File: src/rtl/scd_pkg.sv
// ----------------------------------------------------------------------------
// scd_pkg
// Shared types and constants for the sync/length/checksum deframer.
// ----------------------------------------------------------------------------
package scd_pkg;

	// Default frame store depth
	localparam int MAX_FRAME_DEF = 16;

	// Header layout
	localparam int SUM_START  = 2;  // first byte covered by the checksum
	localparam int LEN_IDX    = 3;  // length byte
	localparam int SUM_IDX    = 4;  // checksum byte
	localparam int LEN_OFFSET = 4;  // total length = length byte + offset

	// Field widths
	localparam int BYTE_W = 8;
	localparam int IDX_W  = 4;
	localparam int FLEN_W = 5;
	localparam int SYNC_W = 16;

	typedef logic [SYNC_W-1:0] sync_word_t;

	localparam sync_word_t SYNC_RESET = 16'hFEFF;

	// Control sequencer states
	typedef enum logic [1:0] {
		ST_IDLE,   // taking received bytes
		ST_SYNC,   // writing second sync byte to the store
		ST_DRAIN   // streaming the completed frame out
	} scd_state_t;

endpackage

File: src/rtl/scd_if.sv
// ----------------------------------------------------------------------------
// scd_if
// Valid/ready channels for received bytes and for completed frame bytes.
// ----------------------------------------------------------------------------

// Received byte channel
interface scd_rx_if;
	import scd_pkg::*;

	logic              valid;
	logic              ready;
	logic [BYTE_W-1:0] rx_byte;

	modport source (output valid, output rx_byte, input ready);
	modport sink   (input valid, input rx_byte, output ready);
endinterface

// Frame byte channel
interface scd_frm_if;
	import scd_pkg::*;

	logic              valid;
	logic              ready;
	logic [BYTE_W-1:0] frame_byte;
	logic [IDX_W-1:0]  byte_index;
	logic [FLEN_W-1:0] frame_length;
	logic              checksum_good;
	logic              last_byte;

	modport source (
		output valid, output frame_byte, output byte_index, output frame_length,
		output checksum_good, output last_byte, input ready
	);
	modport sink (
		input valid, input frame_byte, input byte_index, input frame_length,
		input checksum_good, input last_byte, output ready
	);
endinterface

File: src/rtl/sync_length_checksum_deframer_core.sv
// ----------------------------------------------------------------------------
// sync_length_checksum_deframer_core
// Serial deframer: sync word detection, length-terminated frames held in a
// frame store with a registered read port, inverted-sum checksum, byte-wise frame drain.
// ----------------------------------------------------------------------------
// Output: the first byte of a completed frame is presented in the cycle after the
// closing byte is taken; then one frame byte per cycle while the sink is ready.
// Input: one received byte per cycle while ready is high; input is held off while
// the second sync byte of a sync pair is written to the store, and while a
// completed frame drains through the single read port of the frame store.
// Reset: sync word 0xFEFF, no frame open, previous byte zero; store not cleared.
module sync_length_checksum_deframer_core #(
	parameter int MAX_FRAME = scd_pkg::MAX_FRAME_DEF
) (
	input  logic                clk,
	input  logic                arst_n,
	input  logic                cfg_wr_en,
	input  scd_pkg::sync_word_t cfg_wr_data,
	scd_rx_if.sink              rx,
	scd_frm_if.source           frm
);
	import scd_pkg::*;

	localparam int AW = $clog2(MAX_FRAME);
	localparam int CW = $clog2(MAX_FRAME + 1);
	localparam int LW = BYTE_W + 1;

	// Registers
	scd_state_t        state_q, state_nxt;
	sync_word_t        sync_q;
	logic [BYTE_W-1:0] prev_q;
	logic [CW-1:0]     held_q;
	logic [BYTE_W-1:0] sum_q, len_q, ck_q;
	logic              good_q;
	logic [CW-1:0]     drain_n_q;
	logic [AW-1:0]     rd_ptr_q;

	// Frame store
	logic [BYTE_W-1:0] mem [MAX_FRAME];
	logic [BYTE_W-1:0] rd_data_q;
	logic              mem_we, mem_re;
	logic [AW-1:0]     mem_wa, mem_ra;
	logic [BYTE_W-1:0] mem_wd;

	// Byte decode
	logic              acc, is_sync, append, done, last;
	logic [CW-1:0]     new_held;
	logic [BYTE_W-1:0] sum_nxt, len_nxt, ck_nxt;
	logic [CW+IDX_W-1:0]  idx_ext;
	logic [CW+FLEN_W-1:0] len_ext;

	assign acc      = rx.valid && rx.ready;
	assign is_sync  = ({rx.rx_byte, prev_q} == sync_q);
	assign append   = !is_sync && (held_q >= CW'(SUM_START)) &&
	                  (held_q < CW'(MAX_FRAME));
	assign new_held = held_q + CW'(1);

	// Running header capture and checksum
	always_comb begin
		sum_nxt = sum_q;
		len_nxt = len_q;
		ck_nxt  = ck_q;
		if (held_q >= CW'(SUM_START) && held_q != CW'(SUM_IDX)) begin
			sum_nxt = sum_q + rx.rx_byte;
		end
		if (held_q == CW'(LEN_IDX)) begin
			len_nxt = rx.rx_byte;
		end
		if (held_q == CW'(SUM_IDX)) begin
			ck_nxt = rx.rx_byte;
		end
	end

	assign done = append && (new_held > CW'(SUM_IDX)) &&
	              (LW'(new_held) == ({1'b0, len_nxt} + LW'(LEN_OFFSET)));

	assign last = ((CW'(rd_ptr_q) + CW'(1)) == drain_n_q);

	// Next state
	always_comb begin
		state_nxt = state_q;
		case (state_q)
			ST_IDLE: begin
				if (acc && is_sync) begin
					state_nxt = ST_SYNC;
				end else if (acc && done) begin
					state_nxt = ST_DRAIN;
				end
			end
			ST_SYNC: begin
				state_nxt = ST_IDLE;
			end
			ST_DRAIN: begin
				if (frm.ready && last) begin
					state_nxt = ST_IDLE;
				end
			end
			default: begin
				state_nxt = ST_IDLE;
			end
		endcase
	end

	// Handshake outputs
	always_comb begin
		rx.ready  = 1'b0;
		frm.valid = 1'b0;
		case (state_q)
			ST_IDLE:  rx.ready  = 1'b1;
			ST_DRAIN: frm.valid = 1'b1;
			default: begin
				rx.ready  = 1'b0;
				frm.valid = 1'b0;
			end
		endcase
	end

	// Store access control
	always_comb begin
		mem_we = 1'b0;
		mem_wa = '0;
		mem_wd = rx.rx_byte;
		if (state_q == ST_SYNC) begin
			mem_we = 1'b1;
			mem_wa = AW'(1);
			mem_wd = prev_q;
		end else if (acc && is_sync) begin
			mem_we = 1'b1;
			mem_wa = '0;
			mem_wd = prev_q;
		end else if (acc && append) begin
			mem_we = 1'b1;
			mem_wa = held_q[AW-1:0];
			mem_wd = rx.rx_byte;
		end
		mem_re = (acc && done) || (frm.valid && frm.ready && !last);
		mem_ra = acc ? '0 : (rd_ptr_q + AW'(1));
	end

	// Frame store: one write and one registered read port
	always_ff @(posedge clk) begin
		if (mem_we) begin
			mem[mem_wa] <= mem_wd;
		end
		if (mem_re) begin
			rd_data_q <= mem[mem_ra];
		end
	end

	// Control registers
	always_ff @(posedge clk or negedge arst_n) begin
		if (!arst_n) begin
			state_q <= ST_IDLE;
			sync_q  <= SYNC_RESET;
			prev_q  <= '0;
			held_q  <= '0;
		end else begin
			state_q <= state_nxt;
			if (cfg_wr_en) begin
				sync_q <= cfg_wr_data;
			end
			if (acc) begin
				prev_q <= rx.rx_byte;
				if (is_sync) begin
					held_q <= CW'(SUM_START);
				end else if (append) begin
					held_q <= (done || new_held == CW'(MAX_FRAME)) ? '0 : new_held;
				end
			end
		end
	end

	// Header, checksum and drain registers
	always_ff @(posedge clk) begin
		if (acc && is_sync) begin
			sum_q <= '0;
		end else if (acc && append) begin
			sum_q <= sum_nxt;
			len_q <= len_nxt;
			ck_q  <= ck_nxt;
		end
		if (acc && done) begin
			good_q    <= (~sum_nxt == ck_nxt);
			drain_n_q <= new_held;
			rd_ptr_q  <= '0;
		end else if (frm.valid && frm.ready && !last) begin
			rd_ptr_q <= rd_ptr_q + AW'(1);
		end
	end

	// Output transaction payload
	assign idx_ext = {{IDX_W{1'b0}}, CW'(rd_ptr_q)};
	assign len_ext = {{FLEN_W{1'b0}}, drain_n_q};

	assign frm.frame_byte    = rd_data_q;
	assign frm.byte_index    = idx_ext[IDX_W-1:0];
	assign frm.frame_length  = len_ext[FLEN_W-1:0];
	assign frm.checksum_good = good_q;
	assign frm.last_byte     = last;

	// Checks
	a_no_overlap: assert property (@(posedge clk) disable iff (!arst_n)
		!(rx.ready && frm.valid))
		else $error("input taken while a frame drains");

	a_held_below_max: assert property (@(posedge clk) disable iff (!arst_n)
		held_q < CW'(MAX_FRAME))
		else $error("held count reached store depth");

	a_drain_ptr: assert property (@(posedge clk) disable iff (!arst_n)
		(state_q == ST_DRAIN) |-> (CW'(rd_ptr_q) < drain_n_q))
		else $error("drain pointer beyond frame length");

	a_last_to_idle: assert property (@(posedge clk) disable iff (!arst_n)
		(frm.valid && frm.ready && frm.last_byte) |=> rx.ready)
		else $error("input not reopened after last frame byte");

	a_sync_one_cycle: assert property (@(posedge clk) disable iff (!arst_n)
		(state_q == ST_SYNC) |=> (state_q == ST_IDLE))
		else $error("second sync byte write overran");

endmodule

File: src/flat_wrapper.sv
// flat-port wrapper written by rule: the top's interface ports become plain ports
module sync_length_checksum_deframer_core_flat import scd_pkg::*;
#(
	parameter int MAX_FRAME = scd_pkg::MAX_FRAME_DEF
)
  (clk, arst_n, cfg_wr_en, cfg_wr_data, rx_valid, rx_rx_byte, rx_ready, frm_valid, frm_frame_byte, frm_byte_index, frm_frame_length, frm_checksum_good, frm_last_byte, frm_ready);
  scd_rx_if rx_i ();
  scd_frm_if frm_i ();
  input  logic clk;
  input  logic arst_n;
  input  logic cfg_wr_en;
  input  scd_pkg::sync_word_t cfg_wr_data;
  input wire logic [$bits(rx_i.valid)-1:0] rx_valid;
  input wire logic [$bits(rx_i.rx_byte)-1:0] rx_rx_byte;
  output wire logic [$bits(rx_i.ready)-1:0] rx_ready;
  output wire logic [$bits(frm_i.valid)-1:0] frm_valid;
  output wire logic [$bits(frm_i.frame_byte)-1:0] frm_frame_byte;
  output wire logic [$bits(frm_i.byte_index)-1:0] frm_byte_index;
  output wire logic [$bits(frm_i.frame_length)-1:0] frm_frame_length;
  output wire logic [$bits(frm_i.checksum_good)-1:0] frm_checksum_good;
  output wire logic [$bits(frm_i.last_byte)-1:0] frm_last_byte;
  input wire logic [$bits(frm_i.ready)-1:0] frm_ready;
  assign rx_i.valid = rx_valid;
  assign rx_i.rx_byte = rx_rx_byte;
  assign rx_ready = rx_i.ready;
  assign frm_valid = frm_i.valid;
  assign frm_frame_byte = frm_i.frame_byte;
  assign frm_byte_index = frm_i.byte_index;
  assign frm_frame_length = frm_i.frame_length;
  assign frm_checksum_good = frm_i.checksum_good;
  assign frm_last_byte = frm_i.last_byte;
  assign frm_i.ready = frm_ready;
  sync_length_checksum_deframer_core #(.MAX_FRAME(MAX_FRAME)) u_core (.clk(clk), .arst_n(arst_n), .cfg_wr_en(cfg_wr_en), .cfg_wr_data(cfg_wr_data), .rx(rx_i), .frm(frm_i));
endmodule
File: config.mk
export PLATFORM = sky130hd
export DESIGN_NAME = sync_length_checksum_deframer_core_flat
export DESIGN_NICKNAME = d
export VERILOG_FILES = /design/src/rtl/scd_pkg.sv /design/src/rtl/scd_if.sv /design/src/rtl/sync_length_checksum_deframer_core.sv /design/src/flat_wrapper.sv
export SDC_FILE = /design/constraint.sdc
export NUM_CORES = 1
export LEC_CHECK = 0
export BUFFER_PORTS_ARGS = -buffer_cell sky130_fd_sc_hd__buf_2
export CORE_AREA = 5 5 136 138
export DETAILED_ROUTE_END_ITERATION = 7
export DIE_AREA = 0 0 141 143
export PLACE_DENSITY = 0.82
export SETUP_SLACK_MARGIN = 0.2
export SYNTH_ARGS = -nofsm -noshare
export SYNTH_HDL_FRONTEND = slang
export SYNTH_SLANG_ARGS = --single-unit
File: constraint.sdc
create_clock -name clk -period 4 [get_ports clk]
set_clock_uncertainty 0.2 [all_clocks]
set_input_delay 0.8 -clock clk [delete_from_list [all_inputs] [get_ports clk]]
set_output_delay 0.8 -clock clk [all_outputs]
set_load 0.05 [all_outputs]
### Word-level counts from Yosys, hierarchy flattened

Memories as Yosys holds them, arrays and structs flattened. A register that Yosys moved wholly into a read port is not among the register bits.
Cells that the tools add are included.

* logic and storage cells: 77
* memories: 1
* output and inout bits: 21
* RAM bits: 128
* input port bits: 29
* bits in registers: 65

Memories
* u_core.mem: words 16, width 8, read ports 1, clocked after Yosys merged registers in 1, write ports 1, RTL line sync_length_checksum_deframer_core.sv:39 `logic [BYTE_W-1:0] mem [MAX_FRAME];`

* add/subtract/negate cells: 5
* equality and inequality tests: 12
* reductions and logical operators: 21
* magnitude comparators: 3
* muxes and demuxes: 23
* bitwise gates (word level): 2

Operators with widths (number)
* $mux W8: 5
* $eq A16 B16 Y1: 1
* $mux W4: 4
* $mux W5: 3
* $logic_and A1 B1 Y1: 12
* $add A8 B3 Y9 const B: 1
* $eq A5 B9 Y1: 1
* $add A8 B8 Y8: 1
* $eq A8 B8 Y1: 1
* $not A8 Y8: 1
* $mux W1: 7
* $mux W2: 3
* $reduce_and A2 Y1: 3
* $add A4 B1 Y5 const B: 1
* $add A5 B1 Y5 const B: 1
* $eq A5 B2 Y1 const B: 1
* $eq A5 B3 Y1 const B: 1
* $eq A5 B5 Y1: 1
* $eq A5 B5 Y1 const B: 1
* $ge A5 B2 Y1 const B: 1
* $gt A5 B3 Y1 const B: 1
* $lt A5 B5 Y1 const B: 1
* $ne A5 B3 Y1 const B: 1
* $add A4 B1 Y4 const B: 1
* other kinds (10): 12

### Logic depth before layout (Yosys ltp)

* word-level depth: 10
* gate-level depth with buffers: 13
* gate-level depth less buffers: 11

### Least setup slack after synthesis

Ideal clock, no wire load.

* path kind: reg2reg
* from: register u_core.rd_ptr_q[1] (netlist: u_core.frm.byte_index[1])
* to: register u_core.rd_data_q[0] (netlist: u_core.frm.frame_byte[0]), read port of u_core.mem (enable)
* cell stages (with the launch flop): 7
* period minus slack after synthesis: 4.610 ns
* setup slack: -0.610 ns
* setup time: 0.447 ns
* path buffers: 0
* arrival: 3.963 ns
* data required time: 3.353 ns
* cells stage by stage: dfxtp_1 -> ha_1 -> nand2b_1 -> o211a_1 -> o31a_1 -> nor4_1 -> o21ai_0

* cells in the longest elaborated chain, start to end: 5
* elaborated cells between the ends (all ways): 7
* classes of those cells: add/sub: 2; eq/ne: 1; mux: 1; reduce/logical: 3

Ends and longest elaborated chain
* start: declaration: RTL line sync_length_checksum_deframer_core.sv:36 `logic [AW-1:0] rd_ptr_q;`
* start signal: assignment: RTL line sync_length_checksum_deframer_core.sv:187 `rd_ptr_q <= rd_ptr_q + AW'(1);`
* $add A4 B1 Y5: RTL line sync_length_checksum_deframer_core.sv:77 `assign last = ((CW'(rd_ptr_q) + CW'(1)) == drain_n_q);`
* $eq A5 B5 Y1: RTL line sync_length_checksum_deframer_core.sv:77
* named net frm_last_byte: RTL line flat_wrapper.sv:21 `output wire logic [$bits(frm_i.last_byte)-1:0] frm_last_byte;`
* $logic_not A1 Y1: RTL line sync_length_checksum_deframer_core.sv:136 `mem_re = (acc && done) || (frm.valid && frm.ready && !last);`
* $logic_and A1 B1 Y1: RTL line sync_length_checksum_deframer_core.sv:136
* $logic_or A1 B1 Y1: RTL line sync_length_checksum_deframer_core.sv:136
* named net u_core.mem_re: RTL line sync_length_checksum_deframer_core.sv:41 `logic mem_we, mem_re;`
* end: declaration: RTL line sync_length_checksum_deframer_core.sv:40 `logic [BYTE_W-1:0] rd_data_q;`

The timed path passes the listed nets, and every way through them passes these cells.
A chain may end at the register's enable or synchronous reset.

### Final worst setup path

* from: register u_core.held_q[0]
* to: register u_core.good_q (netlist: u_core.frm.checksum_good), data pin

* elaborated cells between the ends (all ways): 8
* classes of those cells: order compare: 1; eq/ne: 3; mux: 2; bitwise: 1; reduce/logical: 1

RTL lines
* start: declaration: RTL line sync_length_checksum_deframer_core.sv:32 `logic [CW-1:0] held_q;`
* start signal: assignment: RTL line sync_length_checksum_deframer_core.sv:165 `held_q <= CW'(SUM_START);`
* start signal: assignment: RTL line sync_length_checksum_deframer_core.sv:167 `held_q <= (done || new_held == CW'(MAX_FRAME)) ? '0 : new_held;`
* $eq A5 B3 Y1: RTL line sync_length_checksum_deframer_core.sv:69 `if (held_q == CW'(SUM_IDX)) begin`
* $mux W8: RTL line sync_length_checksum_deframer_core.sv:69
* named net u_core.ck_nxt[4]: RTL line sync_length_checksum_deframer_core.sv:48 `logic [BYTE_W-1:0] sum_nxt, len_nxt, ck_nxt;`
* $eq A8 B8 Y1: RTL line sync_length_checksum_deframer_core.sv:183 `good_q <= (~sum_nxt == ck_nxt);`
* end signal: assignment: RTL line sync_length_checksum_deframer_core.sv:183
* end: declaration: RTL line sync_length_checksum_deframer_core.sv:34 `logic good_q;`

The timed path passes the listed nets, and every way through them passes these cells.

==> results.sh <==
export IMPL_synth_area_per_cell_um2=13.0
export IMPL_place_ws_ps=217
export IMPL_max_slew_margin=0.164
export IMPL_final_core_util=0.628
export IMPL_postCtsSetupBuffers=0
export IMPL_post_cts_resized=0
export IMPL_worstPathMaxFanout=10
export IMPL_finalCriticalPeriod_ps=3610
export IMPL_diodes=0
export IMPL_synth_fp_nets=757
export IMPL_synth_cell_types=62
export IMPL_synth_area_leaders="edfxtp_1 51%, mux2_2 5.0%, dfrtp_1 4.3%, dfstp_2 4.2%, nand2_1 3.6%"
export IMPL_leakagePower_nw=3.92
export IMPL_criticalPathCategory="reg -> reg"
export IMPL_grt_start_max_net_pins=32
export IMPL_outcome="completed"
export IMPL_core_area_um2=17100
export IMPL_maxSlewViolCount=0
export IMPL_yosysWarnings=0
export IMPL_setup_ws_ps=391
export IMPL_grt_pass1_vias=6169
export IMPL_crit_buf_inv=3
export IMPL_cts_sinks=201
export IMPL_synth_seq_cells=201
export IMPL_grt_overflow=0
export IMPL_ioPinCount=50
export IMPL_die_h_um=143
export IMPL_drc=0
export IMPL_peakVddDrop_v=0.000305
export IMPL_vias=6230
export IMPL_yosysSeqAreaShare=0.623
export IMPL_finalCritPeriodShare=0.902
export IMPL_hold_viol_final=0
export IMPL_drtAntennaViolNets=0
export IMPL_cpLargestDelayFamily="simple AND/OR/NAND/NOR gates"
export IMPL_setup_viol=0
export IMPL_clockRootBuffer="clkbuf_16"
export IMPL_path_clk_slew_ps=60
export IMPL_syn_to_final_growth_pct=15.5
export IMPL_drt_iter0_markers=770
export IMPL_grt_pass1_wl_um=33600
export IMPL_die_area_um2=20200
export IMPL_worstPathArrival_ps=3740
export IMPL_critPathSlowestCell="or4b_1"
export IMPL_grt_total_usage=0.212
export IMPL_dr_pass1_iters=6
export IMPL_synth_edf_count=158
export IMPL_worstPathRequired_ps=4130
export IMPL_dpl_hpwl_um=14000
export IMPL_routed_wl_um=21200
export IMPL_drive_above_1_share=0.251
export IMPL_viasPerCell=6.05
export IMPL_rsz0062_at_grt="false"
export IMPL_yosysTopAreaCell="edfxtp_1"
export IMPL_start_kind="flip-flop"
export IMPL_synth_area_um2=9280
export IMPL_rows=48
export IMPL_total_power_mw=6.24
export IMPL_clk_path_buf_depth=3
export IMPL_cts_tree="built"
export IMPL_antenna_found_initial=0
export IMPL_finalSetupTns_ps=0
export IMPL_cts_buffers=21
export IMPL_cts_htree_levels=1
export IMPL_place_gp_congestion=0.878
export IMPL_n_fill_cell=1225
export IMPL_syn_inst=715
export IMPL_initial_core_util=0.544
export IMPL_fin_nets=831
export IMPL_wl_per_cell_um=20.6
export IMPL_crit_chain="buf_4 -> inv_1 -> ha_1 -> nor4bb_4 -> mux2i_2 -> clkinv_2 -> xnor2_1 -> o31a_1 -> a22o_1 -> or4b_1 -> nor4b_2"
export IMPL_yosysTopAreaCellShare=0.511
export IMPL_end_kind="flip-flop"
export IMPL_fp_dieW_um=141
export IMPL_worst_pin_slew_ps=1250
export IMPL_multi_input_area_um2=3310
export IMPL_synth_top_flop_cell="edfxtp_1"
export IMPL_async_flop_share=0.154
export IMPL_maxCapViolations=0
export IMPL_io_buffers=49
export IMPL_power_density_nw_per_um2=583
export IMPL_insertion_delay_ps=500
export IMPL_max_freq_ghz=0.277
export IMPL_cpPeakStageDelay_ps=540
export IMPL_hold_path_class="in -> async"
export IMPL_seq_area_um2=5780
export IMPL_postCtsHoldBufs=0
## per-stage QoR
stage | instances | cell area, um^2 | hold slack, ps
2_1_floorplan | 715 | 9300 | 250
3_3_place_gp | 991 | 9980 | 266
3_5_place_dp | 991 | 9980 | 271
4_1_cts | 1029 | 10700 | 153
5_1_grt | 1029 | 10700 | 192
6_report | 1029 | 10700 | 145
## state kept, by name, summed over array words and instances (netlist names), 5 cells and up
name,count
u_core.ck_q,8
u_core.frm.frame_byte,8
u_core.frm.frame_length,5
u_core.held_q,5
u_core.len_q,8
u_core.mem,128
u_core.prev_q,8
u_core.sum_q,8
u_core.sync_q,16
## where the power goes
| group | internal, mW | switching (mW) | leakage (nW) |
|---|---|---|---|
| registers | 2.42 | 0.102 | 1.88 |
| logic | 0.700 | 0.995 | 1.68 |
| clock network | 1.23 | 0.790 | 0.365 |
| total | 4.35 | 1.89 | 3.92 |
## cells by family after synthesis
kind of cell	after synthesis	share of synthesized area
AOI/OAI and AO/OA	119	0.0850
and+or+nand+nor	202	0.105
buffers and inverters	57	0.0248
xor gates and xnor gates	50	0.0472
DFF	201	0.623
adders and majority gates	14	0.0194
muxes	72	0.0957
## layout make-up
class                      count  area share
clock buffer                  28      0.0583
clock inverter                10      0.0106
inverter                      21     0.00747
multi-input combinational    457       0.308
sequential                   201       0.539
tap                          225      0.0263
timing repair buffer          87      0.0495
## cell usage after synthesis (16+ instances only)
cell type,count
clkbuf_1,32
mux2i_1,21
o21ai_0,38
nor2_1,28
inv_1,20
dfrtp_1,16
nand3_1,24
xor2_1,25
nand2_1,89
a21oi_1,25
edfxtp_1,158
mux2_2,41
xnor2_1,25
## per-layer routing
layer,routed length [um],up-vias,GRT usage
li1,-,2828,-
met2,10200,338,0.347
met5,0,-,0
met1,8460,3018,0.295
met4,510,0,0.0653
met3,2010,46,0.0352
## final timing paths
path / startpoint / end / slack (ps) / cells past startpoint
worst max-delay path: u_core.held_q[0] / u_core.frm.checksum_good / 390 / 11
worst min-delay path: arst_n / u_core.sync_q[8] / 140 / 1
worst max register to register: u_core.held_q[0] / u_core.frm.checksum_good / 390 / 11
worst min register to register: u_core.sum_q[3] / u_core.sum_q[3] / 280 / 2
max in group asynchronous: arst_n / u_core.held_q[4] / 3000 / 1
min in group clk: u_core.sum_q[3] / u_core.sum_q[3] / 280 / 2
## cell usage in the layout, fill, tap and decap left out, drive strengths merged, types with 25 or more instances in the layout
cell type and n:
nor2 28, xnor2 25, a21oi 25, buf 87, xor2 25, o21ai 39
nand2 89, edfxtp 158, mux2 41, clkbuf 28
## worst register-to-register path: cells and delay by family (launching register included)
kind,cells,cell delay [ps]
and+or+nand+nor,3,1120
buffers and inverters,3,510
AOI/OAI and AO/OA,2,440
muxes,1,420
DFF,1,390
adders and majority gates,1,210
xor gates and xnor gates,1,150
No activity file was read; power rests on OpenSTA's default activity.
